### config.mk
export PLATFORM = sky130hd
export DESIGN_NAME = stepper_phase_sequencer_top
export DESIGN_NICKNAME = d
export VERILOG_FILES = /design/src/design/sps_pkg.sv /design/src/design/sps_front.sv /design/src/design/sps_queue.sv /design/src/design/sps_back.sv /design/src/design/stepper_phase_sequencer_top.sv
export SDC_FILE = /design/constraint.sdc
export NUM_CORES = 1
export LEC_CHECK = 0
export BUFFER_PORTS_ARGS = -buffer_cell sky130_fd_sc_hd__buf_2
export CELL_PAD_IN_SITES_DETAIL_PLACEMENT = 1
export CELL_PAD_IN_SITES_GLOBAL_PLACEMENT = 1
export CORE_MARGIN = 2
export CORE_UTILIZATION = 35
export DETAILED_ROUTE_END_ITERATION = 10
export GPL_ROUTABILITY_DRIVEN = 0
export PLACE_DENSITY_LB_ADDON = 0.2
export SLEW_MARGIN = 20
export SYNTH_ARGS = -nofsm -noshare
export SYNTH_HDL_FRONTEND = slang
export SYNTH_SLANG_ARGS = --single-unit
### constraint.sdc
create_clock -name clk -period 8.89 [get_ports clk]
set_input_delay 0.889 -clock clk [delete_from_list [all_inputs] [get_ports clk]]
set_output_delay 0.889 -clock clk [all_outputs]
set_load 0.005 [all_outputs]
### src/design/sps_pkg.sv
package sps_pkg;

  localparam int COUNT_WIDTH_DEF  = 16;
  localparam int PERIOD_WIDTH_DEF = 16;
  localparam int FIELD_W          = 16;

  localparam logic CMD_TICK = 1'b0;
  localparam logic CMD_MOVE = 1'b1;

  localparam logic [1:0] MODE_WAVE = 2'd0;
  localparam logic [1:0] MODE_FULL = 2'd1;
  localparam logic [1:0] MODE_HALF = 2'd2;

  localparam logic [3:0] RUN_LEN_FULL = 4'd4;
  localparam logic [3:0] RUN_LEN_HALF = 4'd8;

  localparam logic [3:0] PAT_WAVE_FWD [0:3] = '{4'h1, 4'h2, 4'h4, 4'h8};
  localparam logic [3:0] PAT_WAVE_BWD [0:3] = '{4'h8, 4'h4, 4'h2, 4'h1};
  localparam logic [3:0] PAT_FULL_FWD [0:3] = '{4'h3, 4'h6, 4'hC, 4'h9};
  localparam logic [3:0] PAT_FULL_BWD [0:3] = '{4'hC, 4'h6, 4'h3, 4'h9};
  localparam logic [3:0] PAT_HALF_FWD [0:7] =
    '{4'h1, 4'h3, 4'h2, 4'h6, 4'h4, 4'hC, 4'h8, 4'h9};
  localparam logic [3:0] PAT_HALF_BWD [0:7] =
    '{4'h8, 4'hC, 4'h4, 4'h6, 4'h2, 4'h3, 4'h1, 4'h9};

  typedef struct packed {
    logic is_move;
    logic dir;
    logic runs_zero;
  } item_ctl_t;

  function automatic logic [3:0] run_len(input logic [1:0] mode);
    return (mode == MODE_HALF) ? RUN_LEN_HALF : RUN_LEN_FULL;
  endfunction

  function automatic logic [3:0] pattern(input logic [1:0] mode, input logic dir,
                                         input logic [2:0] idx);
    logic [3:0] pat;
    unique case (mode)
      MODE_HALF: pat = dir ? PAT_HALF_BWD[idx] : PAT_HALF_FWD[idx];
      MODE_FULL: pat = dir ? PAT_FULL_BWD[idx[1:0]] : PAT_FULL_FWD[idx[1:0]];
      default:   pat = dir ? PAT_WAVE_BWD[idx[1:0]] : PAT_WAVE_FWD[idx[1:0]];
    endcase
    return pat;
  endfunction

endpackage

### src/design/sps_front.sv
module sps_front import sps_pkg::*; #(
  parameter int COUNT_WIDTH  = COUNT_WIDTH_DEF,
  parameter int PERIOD_WIDTH = PERIOD_WIDTH_DEF
) (
  input  logic                    in_valid,
  output logic                    in_stall,
  input  logic                    in_cmd,
  input  logic                    in_direction,
  input  logic [FIELD_W-1:0]      in_run_count,
  input  logic [FIELD_W-1:0]      in_hold_ticks,
  input  logic                    q_full,
  output logic                    push,
  output item_ctl_t               ctl,
  output logic [COUNT_WIDTH-1:0]  runs,
  output logic [PERIOD_WIDTH-1:0] hold
);

  logic [PERIOD_WIDTH-1:0] hold_raw;

  assign in_stall = q_full;
  assign push     = in_valid && !q_full;

  // cut to the latched widths, zero hold taken as one
  assign runs     = COUNT_WIDTH'(in_run_count);
  assign hold_raw = PERIOD_WIDTH'(in_hold_ticks);
  assign hold     = (hold_raw == '0) ? PERIOD_WIDTH'(1) : hold_raw;

  assign ctl.is_move   = (in_cmd == CMD_MOVE);
  assign ctl.dir       = in_direction;
  assign ctl.runs_zero = (runs == '0);

endmodule

### src/design/sps_queue.sv
module sps_queue #(
  parameter int W = 8
) (
  input  logic         clk,
  input  logic         rst_n,
  input  logic         push,
  input  logic [W-1:0] wdata,
  output logic         full,
  input  logic         pop,
  output logic         q_valid,
  output logic [W-1:0] rdata
);

  logic [W-1:0] mem_r [0:1];
  logic         wr_ptr_r;
  logic         rd_ptr_r;
  logic [1:0]   count_r;
  logic [1:0]   count_nxt;

  assign full    = (count_r == 2'd2);
  assign q_valid = (count_r != 2'd0);
  assign rdata   = mem_r[rd_ptr_r];

  always_comb begin
    count_nxt = count_r;
    if (push && !pop) begin
      count_nxt = count_r + 2'd1;
    end else if (pop && !push) begin
      count_nxt = count_r - 2'd1;
    end
  end

  always_ff @(posedge clk) begin
    if (push) begin
      mem_r[wr_ptr_r] <= wdata;
    end
  end

  always_ff @(posedge clk) begin
    if (!rst_n) begin
      wr_ptr_r <= 1'b0;
      rd_ptr_r <= 1'b0;
      count_r  <= 2'd0;
    end else begin
      if (push) begin
        wr_ptr_r <= ~wr_ptr_r;
      end
      if (pop) begin
        rd_ptr_r <= ~rd_ptr_r;
      end
      count_r <= count_nxt;
    end
  end

endmodule

### src/design/sps_back.sv
module sps_back import sps_pkg::*; #(
  parameter int COUNT_WIDTH  = COUNT_WIDTH_DEF,
  parameter int PERIOD_WIDTH = PERIOD_WIDTH_DEF
) (
  input  logic                    clk,
  input  logic                    rst_n,
  input  logic                    cfg_we,
  input  logic [1:0]              cfg_wdata,
  input  logic                    q_valid,
  input  item_ctl_t               ctl,
  input  logic [COUNT_WIDTH-1:0]  runs,
  input  logic [PERIOD_WIDTH-1:0] hold,
  output logic                    pop,
  output logic                    out_valid,
  input  logic                    out_stall,
  output logic [3:0]              out_coils,
  output logic                    out_busy_res,
  output logic                    out_move_done,
  output logic                    out_rejected
);

  logic [1:0]              mode_r;
  logic                    running_r, running_nxt;
  logic                    dir_r, dir_nxt;
  logic [COUNT_WIDTH-1:0]  runs_left_r, runs_left_nxt;
  logic [2:0]              phase_r, phase_nxt;
  logic [PERIOD_WIDTH-1:0] tick_r, tick_nxt;
  logic [PERIOD_WIDTH-1:0] hold_r, hold_nxt;
  logic [3:0]              coil_r, coil_nxt;
  logic                    done_nxt, rej_nxt;
  logic                    out_valid_r;

  logic [PERIOD_WIDTH-1:0] tick_inc;
  logic [COUNT_WIDTH-1:0]  runs_dec;
  logic [3:0]              phase_inc;

  assign pop       = q_valid && (!out_valid_r || !out_stall);
  assign out_valid = out_valid_r;
  assign tick_inc  = tick_r + PERIOD_WIDTH'(1);
  assign runs_dec  = runs_left_r - COUNT_WIDTH'(1);
  assign phase_inc = {1'b0, phase_r} + 4'd1;

  always_comb begin
    running_nxt   = running_r;
    dir_nxt       = dir_r;
    runs_left_nxt = runs_left_r;
    phase_nxt     = phase_r;
    tick_nxt      = tick_r;
    hold_nxt      = hold_r;
    coil_nxt      = coil_r;
    done_nxt      = 1'b0;
    rej_nxt       = 1'b0;
    if (ctl.is_move) begin
      if (running_r) begin
        rej_nxt = 1'b1;
      end else if (ctl.runs_zero) begin
        done_nxt = 1'b1;
      end else begin
        running_nxt   = 1'b1;
        dir_nxt       = ctl.dir;
        runs_left_nxt = runs;
        hold_nxt      = hold;
        tick_nxt      = '0;
        phase_nxt     = 3'd0;
        coil_nxt      = pattern(mode_r, ctl.dir, 3'd0);
      end
    end else if (running_r) begin
      tick_nxt = tick_inc;
      if (tick_inc >= hold_r || tick_inc == '0) begin
        tick_nxt = '0;
        if (phase_inc >= run_len(mode_r)) begin
          runs_left_nxt = runs_dec;
          if (runs_dec == '0) begin
            running_nxt = 1'b0;
            done_nxt    = 1'b1;
          end else begin
            phase_nxt = 3'd0;
            coil_nxt  = pattern(mode_r, dir_r, 3'd0);
          end
        end else begin
          phase_nxt = phase_inc[2:0];
          coil_nxt  = pattern(mode_r, dir_r, phase_inc[2:0]);
        end
      end
    end
  end

  always_ff @(posedge clk) begin
    if (!rst_n) begin
      mode_r      <= MODE_WAVE;
      running_r   <= 1'b0;
      dir_r       <= 1'b0;
      runs_left_r <= '0;
      phase_r     <= 3'd0;
      tick_r      <= '0;
      hold_r      <= '0;
      coil_r      <= 4'd0;
      out_valid_r <= 1'b0;
    end else begin
      if (cfg_we) begin
        mode_r <= cfg_wdata;
      end
      if (pop) begin
        running_r   <= running_nxt;
        dir_r       <= dir_nxt;
        runs_left_r <= runs_left_nxt;
        phase_r     <= phase_nxt;
        tick_r      <= tick_nxt;
        hold_r      <= hold_nxt;
        coil_r      <= coil_nxt;
        out_valid_r <= 1'b1;
      end else if (!out_stall) begin
        out_valid_r <= 1'b0;
      end
    end
  end

  // result payload, held while stalled
  always_ff @(posedge clk) begin
    if (pop) begin
      out_coils     <= coil_nxt;
      out_busy_res  <= running_nxt;
      out_move_done <= done_nxt;
      out_rejected  <= rej_nxt;
    end
  end

endmodule

### src/design/stepper_phase_sequencer_top.sv
// Channel   | Ports                                              | Direction
// ----------+----------------------------------------------------+----------
// input     | in_valid in_stall in_cmd in_direction              | in
//           | in_run_count in_hold_ticks                         |
// result    | out_valid out_stall out_coils out_busy_res         | out
//           | out_move_done out_rejected                         |
// config    | cfg_we cfg_wdata (step_mode)                       | in
//
// One transaction per cycle sustained while the result is not stalled; an accepted input
// transaction is written into the queue, then executed into the result register when popped.
// Synchronous active-low reset clears queue, sequencer state and coil state (all off); out_coils is not reset.
// The input stalls only when the queue is full; a stalled result holds.
module stepper_phase_sequencer_top import sps_pkg::*; #(
  parameter int COUNT_WIDTH  = COUNT_WIDTH_DEF,
  parameter int PERIOD_WIDTH = PERIOD_WIDTH_DEF
) (
  input  logic               clk,
  input  logic               rst_n,
  input  logic               cfg_we,
  input  logic [1:0]         cfg_wdata,
  input  logic               in_valid,
  output logic               in_stall,
  input  logic               in_cmd,
  input  logic               in_direction,
  input  logic [FIELD_W-1:0] in_run_count,
  input  logic [FIELD_W-1:0] in_hold_ticks,
  output logic               out_valid,
  input  logic               out_stall,
  output logic [3:0]         out_coils,
  output logic               out_busy_res,
  output logic               out_move_done,
  output logic               out_rejected
);

  localparam int CTL_W  = $bits(item_ctl_t);
  localparam int ITEM_W = CTL_W + COUNT_WIDTH + PERIOD_WIDTH;

  logic                    q_full, push, pop, q_valid;
  item_ctl_t               f_ctl, b_ctl;
  logic [COUNT_WIDTH-1:0]  f_runs, b_runs;
  logic [PERIOD_WIDTH-1:0] f_hold, b_hold;
  logic [ITEM_W-1:0]       q_wdata, q_rdata;

  sps_front #(
    .COUNT_WIDTH  (COUNT_WIDTH),
    .PERIOD_WIDTH (PERIOD_WIDTH)
  ) u_front (
    .in_valid      (in_valid),
    .in_stall      (in_stall),
    .in_cmd        (in_cmd),
    .in_direction  (in_direction),
    .in_run_count  (in_run_count),
    .in_hold_ticks (in_hold_ticks),
    .q_full        (q_full),
    .push          (push),
    .ctl           (f_ctl),
    .runs          (f_runs),
    .hold          (f_hold)
  );

  assign q_wdata = {f_ctl, f_runs, f_hold};
  assign {b_ctl, b_runs, b_hold} = q_rdata;

  sps_queue #(
    .W (ITEM_W)
  ) u_queue (
    .clk     (clk),
    .rst_n   (rst_n),
    .push    (push),
    .wdata   (q_wdata),
    .full    (q_full),
    .pop     (pop),
    .q_valid (q_valid),
    .rdata   (q_rdata)
  );

  sps_back #(
    .COUNT_WIDTH  (COUNT_WIDTH),
    .PERIOD_WIDTH (PERIOD_WIDTH)
  ) u_back (
    .clk           (clk),
    .rst_n         (rst_n),
    .cfg_we        (cfg_we),
    .cfg_wdata     (cfg_wdata),
    .q_valid       (q_valid),
    .ctl           (b_ctl),
    .runs          (b_runs),
    .hold          (b_hold),
    .pop           (pop),
    .out_valid     (out_valid),
    .out_stall     (out_stall),
    .out_coils     (out_coils),
    .out_busy_res  (out_busy_res),
    .out_move_done (out_move_done),
    .out_rejected  (out_rejected)
  );

endmodule

# == After elaboration in Yosys (flattened, before gate mapping) ==
# Memory sizes are Yosys's and may differ from the RTL's. A register that Yosys moved wholly into a read port is not among the register bits.
# Index checks and enable logic that the tools add are counted.
# classes
n_addsub,5
n_lt_le_gt_ge,4
n_eq_ne,7
n_mux,76
bitwise,6
reduce_logical,24
# op_table
operator,count
$mux W16,12
$mux W4,29
$logic_not A16 Y1,4
$bmux W4 S2,4
$mux W1,21
$mux W3,7
$add A16 B1 Y16 const B,1
$ge A16 B16 Y1,1
$sub A16 B1 Y16 const B,1
$reduce_and A6 Y1,2
$reduce_bool A2 Y1,5
$pmux W4 S2,1
$reduce_and A4 Y1,2
$logic_not A1 Y1,5
$add A3 B1 Y4 const B,1
$eq A2 B2 Y1 const B,2
$ge A4 B4 Y1,1
$ge A4 B4 Y1 const B,1
$logic_and A1 B1 Y1,4
$mux W2,2
$ne A2 B1 Y1 const B,2
$not A1 Y1,4
$not A3 Y4,1
$ge A3 B3 Y1 const B,1
other kinds (7),8
# totals
register_bits,71
ramBits,70
mem_bits_ro,64
inputBits,41
output_inout_bits,9
word_cells,141
n_memories,3
# memory_table
name,words,width,rd,rd_ports_with_merged_regs,wr,line_no,source
u_queue.mem_r,2,35,1,1,1,sps_queue.sv:14,logic [W-1:0] mem_r [0:1];
(name not given),8,4,1,0,0,sps_pkg.sv:40,MODE_HALF: pat = dir ? PAT_HALF_BWD[idx] : PAT_HALF_FWD[idx];
(name not given),8,4,1,0,0,sps_pkg.sv:40,

# == Depth between registers and ports, before layout ==
# depth
depth_word,11
mapped_depth,16
mapped_depth_nobuf,13

# == Hierarchy ==
# A second synthesis with hierarchy kept.
# hier_totals
cells_unflattened,796
area_unflattened_um2,7857.5
# modules_own_cells
mod,instances,cells_per_inst,area_per_inst_um2,seq_area_each_um2
sps_back,1,620,4828.4,1411.4
sps_queue,1,131,2756.4,2202.1
sps_front,1,45,272.8,0.0

# == Least setup slack after synthesis ==
# Ideal clock, no wire load.
# synth_path
path_type,reg-to-reg
start,register u_back.tick_r[0]
end,register u_back.tick_r[13]
setup_time_ns,0.075
t_arrival_ns,3.513
t_required_ns,8.815
slack_ns,5.303
stages_incl_launch_ff,17
n_path_buf,3
period_less_slack_ns,3.587
cell_sequence,dfxtp_1 > clkbuf_1 > nand2_1 > or2_2 > nor2_1 > nand3_1 > xnor2_1 > ha_1 > a21o_1 > a2111o_1 > o21bai_1 > a211oi_1 > a21boi_1 > buf_2 > buf_2 > nand2_1 > o22ai_1
# synth_between
elab_chain_len,6
elab_cells_between_ends,7
cone_classes,add/sub (1); order compare (1); mux (3); reduce/logical (2)
# synth_rtl
item,line_no,source
"start, declared",sps_back.sv:27,"logic [PERIOD_WIDTH-1:0] tick_r, tick_nxt;"
"start signal, assigned",sps_back.sv:108,tick_r <= tick_nxt;
$add A16 B1 Y16 *,sps_back.sv:39,assign tick_inc = tick_r + PERIOD_WIDTH'(1);
$ge A16 B16 Y1 or $logic_not A16 Y1 (tied branches),sps_back.sv:69,if (tick_inc >= hold_r || tick_inc == '0) begin
$logic_or A1 B1 Y1,sps_back.sv:69,
$mux W16 *,sps_back.sv:69,
$mux W16 *,sps_back.sv:67,end else if (running_r) begin
$mux W16 *,sps_back.sv:53,if (ctl.is_move) begin
# Mark *: on every way between the ends. The rest lies on a longest branch, timed or not. The select of a mux whose other input is x is not followed.
# A chain may end at the register's enable or synchronous reset.

# == Worst setup path after layout ==
# layout_path
start,register u_back.tick_r[0]
end,register u_back.runs_left_r[10]
# layout_between
elab_chain_len,5
elab_cells_between_ends,6
cone_classes,add/sub (1); order compare (1); reduce/logical (4)
# layout_rtl
item,line_no,source
$add A16 B1 Y16 *,sps_back.sv:39,
$ge A16 B16 Y1 or $logic_not A16 Y1 (tied branches),sps_back.sv:69,
$logic_or A1 B1 Y1 *,sps_back.sv:69,
$reduce_bool A2 Y1 (no line) *,n/a,
$reduce_and A6 Y1 (no line) *,n/a,
"end signal, assigned",sps_back.sv:106,runs_left_r <= runs_left_nxt;
"end, declared",sps_back.sv:25,"logic [COUNT_WIDTH-1:0] runs_left_r, runs_left_nxt;"
# Mark *: on every way between the ends. The rest lies on a longest branch, timed or not.

==> out/results.txt <==
Main synth FF type - edfxtp_1
Die W - 153 um
Worst path required time - 9.21 ns
Placed Area - 8180 um2
Peak VDD IR - 135 uV
DRC - 0
Final Setup Violations - 0
Crit start category - register
Crit-path cells - ha_1, nand4_1, nor3_1, xor2_1, ha_1, a21o_1, a2111o_1, o21bai_1, a211oi_1, a21boi_2, buf_4, nor2_1, o221a_2
PwrDens - 299 nW/um2
First-pass GRT wire length - 35.0 mm
Routed WL - 21.2 mm
Final Non-Filler Cells - 1,110
Reg-to-Reg Start - u_back.tick_r[0]$_SDFFE_PN0P_
Met3 GRT Util - 3.21%
Final setup margin - 4.33 ns
Final Slew Violations - 0
Die area - 23,300 um2
Largest net degree at the start of global routing - 54
Vias per inst - 5.64
Busiest grt layer - met2
CP max FO - 24
Share of cells above drive strength 1 - 15.1%
CP Class - register to register
Gr usage total - 18.7%
Critical Path Max Stage Delay - 0.60 ns
# diodes - 0
WL per Instance - 19.1 um
CP arrival - 4.87 ns
Longest Clk Path Bufs - 2
CP startpoint - u_back.tick_r[0]$_SDFFE_PN0P_
Synth-to-layout area growth - 13.5%
Met1 Use GR - 24.9%
CTS buffer count - 17
Final Cycle Share - 51.3%
Syn Nets - 872
Io pins - 50
Fin area - 8770 um2
Post-cts sizing count - 0
Post-route ant nets - 0
Worst-Margin Slew - 0.996 ns
Clock-pin slew on the worst setup and hold paths - 0.07 ns
Layout fillers - 2,480
Initial DRT Pass Iterations - 5
Distinct cell type count after synthesis - 75
Worst setup EP type - register
Nets - 889
CP max stage cell - dfxtp_1
Die height - 153 um
Worst Clk Skew - 0.0122 ns
Outcome - completed
Worst path most repeated cell - ha_1
Row count - 54
Cells after Synth - 800
Setup Buffers After CTS - 0
Commonest non-fill, non-tap cell in the layout - edfxtp_1
Number of synthesis warnings - 0
Via count - 6,262
Synthesized area per cell - 9.65 um2
Post-Place Worst Slack - 4.39 ns
Fin Setup TNS - 0 ns
Drt initial violations - 275
Core ar. - 21,800 um2
Seq cells post-synth - 142
Final critical-path required period - 4.56 ns
Most frequent cells in the layout - edfxtp_1, dfxtp_1, nor2_1, nand2_1, a21oi_1
Cell Area, Synth - 7720 um2
Number of global-route vias before repair - 6,564
Tightest Hold Check Type - register to register
IO Port Bufs - 49
Grt met2 use - 30.7%
Htree depth - 4
Static Leakage - 3.17 nW
Number of flops mapped to enable cells by yosys - 77
Initial Util - 35.5%
Grt ovf - 0
RSZ-0062 raised after global routing - false
Seq/Total Area, Yosys - 46.8%
Final core utilization - 40.3%
Worst skew pair latency - 0.43 ns
Final HPWL DP - 14.8 mm
F_max - 219 MHz
Hold Fails Final Rpt - 0
Max Cap Viol - 0
Ys async rst share - 0%
Placed cell count - 1,077
HP Start - u_back.out_valid$_SDFFE_PN0P_
Antenna violations before repair - 0
Hold-fix buffers, CTS - 0
Root Driver - clkbuf_16
CTS sink cnt - 142
Max transition margin - 33.6%
Clock tree from TritonCTS - done
-- cell usage after synthesis, drive strengths merged (4+ instances only) --
cell / number / area (um2)
a2111oi: 4 / 35.0
a211oi: 33 / 258
a21o: 7 / 52.6
a21oi: 52 / 264
a31oi: 12 / 75.1
and3: 7 / 43.8
and4: 4 / 35.0
buf: 15 / 68.8
clkbuf: 47 / 179
dfxtp: 65 / 1300
edfxtp: 77 / 2310
ha: 31 / 388
inv: 38 / 143
mux2: 5 / 56.3
mux2i: 41 / 410
nand2: 57 / 214
nand3: 35 / 175
nand4: 9 / 62.6
nor2: 59 / 221
nor2b: 10 / 62.6
nor3: 27 / 135
nor4: 17 / 113
o211ai: 7 / 52.6
o21a: 6 / 45.0
o21ai: 31 / 155
o22ai: 5 / 31.3
o31ai: 4 / 30.0
or2: 6 / 37.5
or3: 8 / 50.1
or4: 7 / 52.6
xnor2: 11 / 96.3
xor2: 10 / 87.6
-- final cells by class --
type                    instances  area (um2)  area share [%]
clock inverters                14         143            1.63
repair buffers                 60         340            3.88
well taps                     280         350            4.00
inverters                      39         146            1.67
flip-flops and latches        142        3610            41.2
multi-input cells             557        3740            42.7
clock buffers                  18         429            4.90
-- per-stage QoR --
stage / hold slack (ns) / total power [mW]
floorplan: 0.464 / 1.60
global placement: 0.471 / 1.89
finish: 0.487 / 2.63
global route: 0.537 / 2.80
detailed placement: 0.484 / 1.92
CTS: 0.495 / 2.64
-- critical path, delay by kind of cell, from the launching register on --
kind                     cells  cell delay (ns)
AND/OR/NAND/NOR              3             0.68
AO/OA/AOI/OAI                6             1.75
adder cells (fa/ha/maj)      2             0.71
buffers and inverters        1             0.37
XOR/XNOR                     1             0.34
flip-flops                   1             0.60
-- routing by layer --
layer | wire [um] | share of wire [%]
met1 | 9850 | 46
met2 | 10100 | 47
met3 | 898 | 4.2
met4 | 409 | 1.9
met5 | 0 | 0
-- flip-flops by register name, summed over array words and instances (netlist names), 2 cells and up, named ones only --
register	flops
u_back.phase_r	3
u_back.coil_r	4
u_back.tick_r	16
u_back.hold_r	16
u_back.runs_left_r	16
u_back.out_coils	4
u_back.mode_r	2
u_queue.count_r	2
u_queue.mem_r	70
-- power by group --
part | internal [mW] | switching, mW | total, mW
combinational | 0.350 | 0.662 | 1.01
sequential | 0.827 | 0.0763 | 0.903
clock | 0.395 | 0.315 | 0.710
total | 1.57 | 1.05 | 2.63
-- kinds of logic (layout without fill, tap and decap cells) --
group,Yosys count,count (layout),synth area share [%]
AO/OA/AOI/OAI,203,203,18.1
XOR/XNOR,21,21,2.38
adder cells (fa/ha/maj),31,31,5.02
buffers and inverters,101,131,5.10
flip-flops,142,142,46.8
multiplexers,46,46,6.04
AND/OR/NAND/NOR,256,256,16.6
-- path summary, 6_finish.rpt --
kind,to,slack [ns],depth (start not counted)
setup / recovery,u_back.runs_left_r[10]$_SDFFE_PN0P_,4.33,13
hold / removal,u_back.out_valid$_SDFFE_PN0P_,0.49,2
setup reg to reg,u_back.runs_left_r[10]$_SDFFE_PN0P_,4.33,13
hold reg to reg,u_back.out_valid$_SDFFE_PN0P_,0.49,2
(Power assumes the default switching activity.)
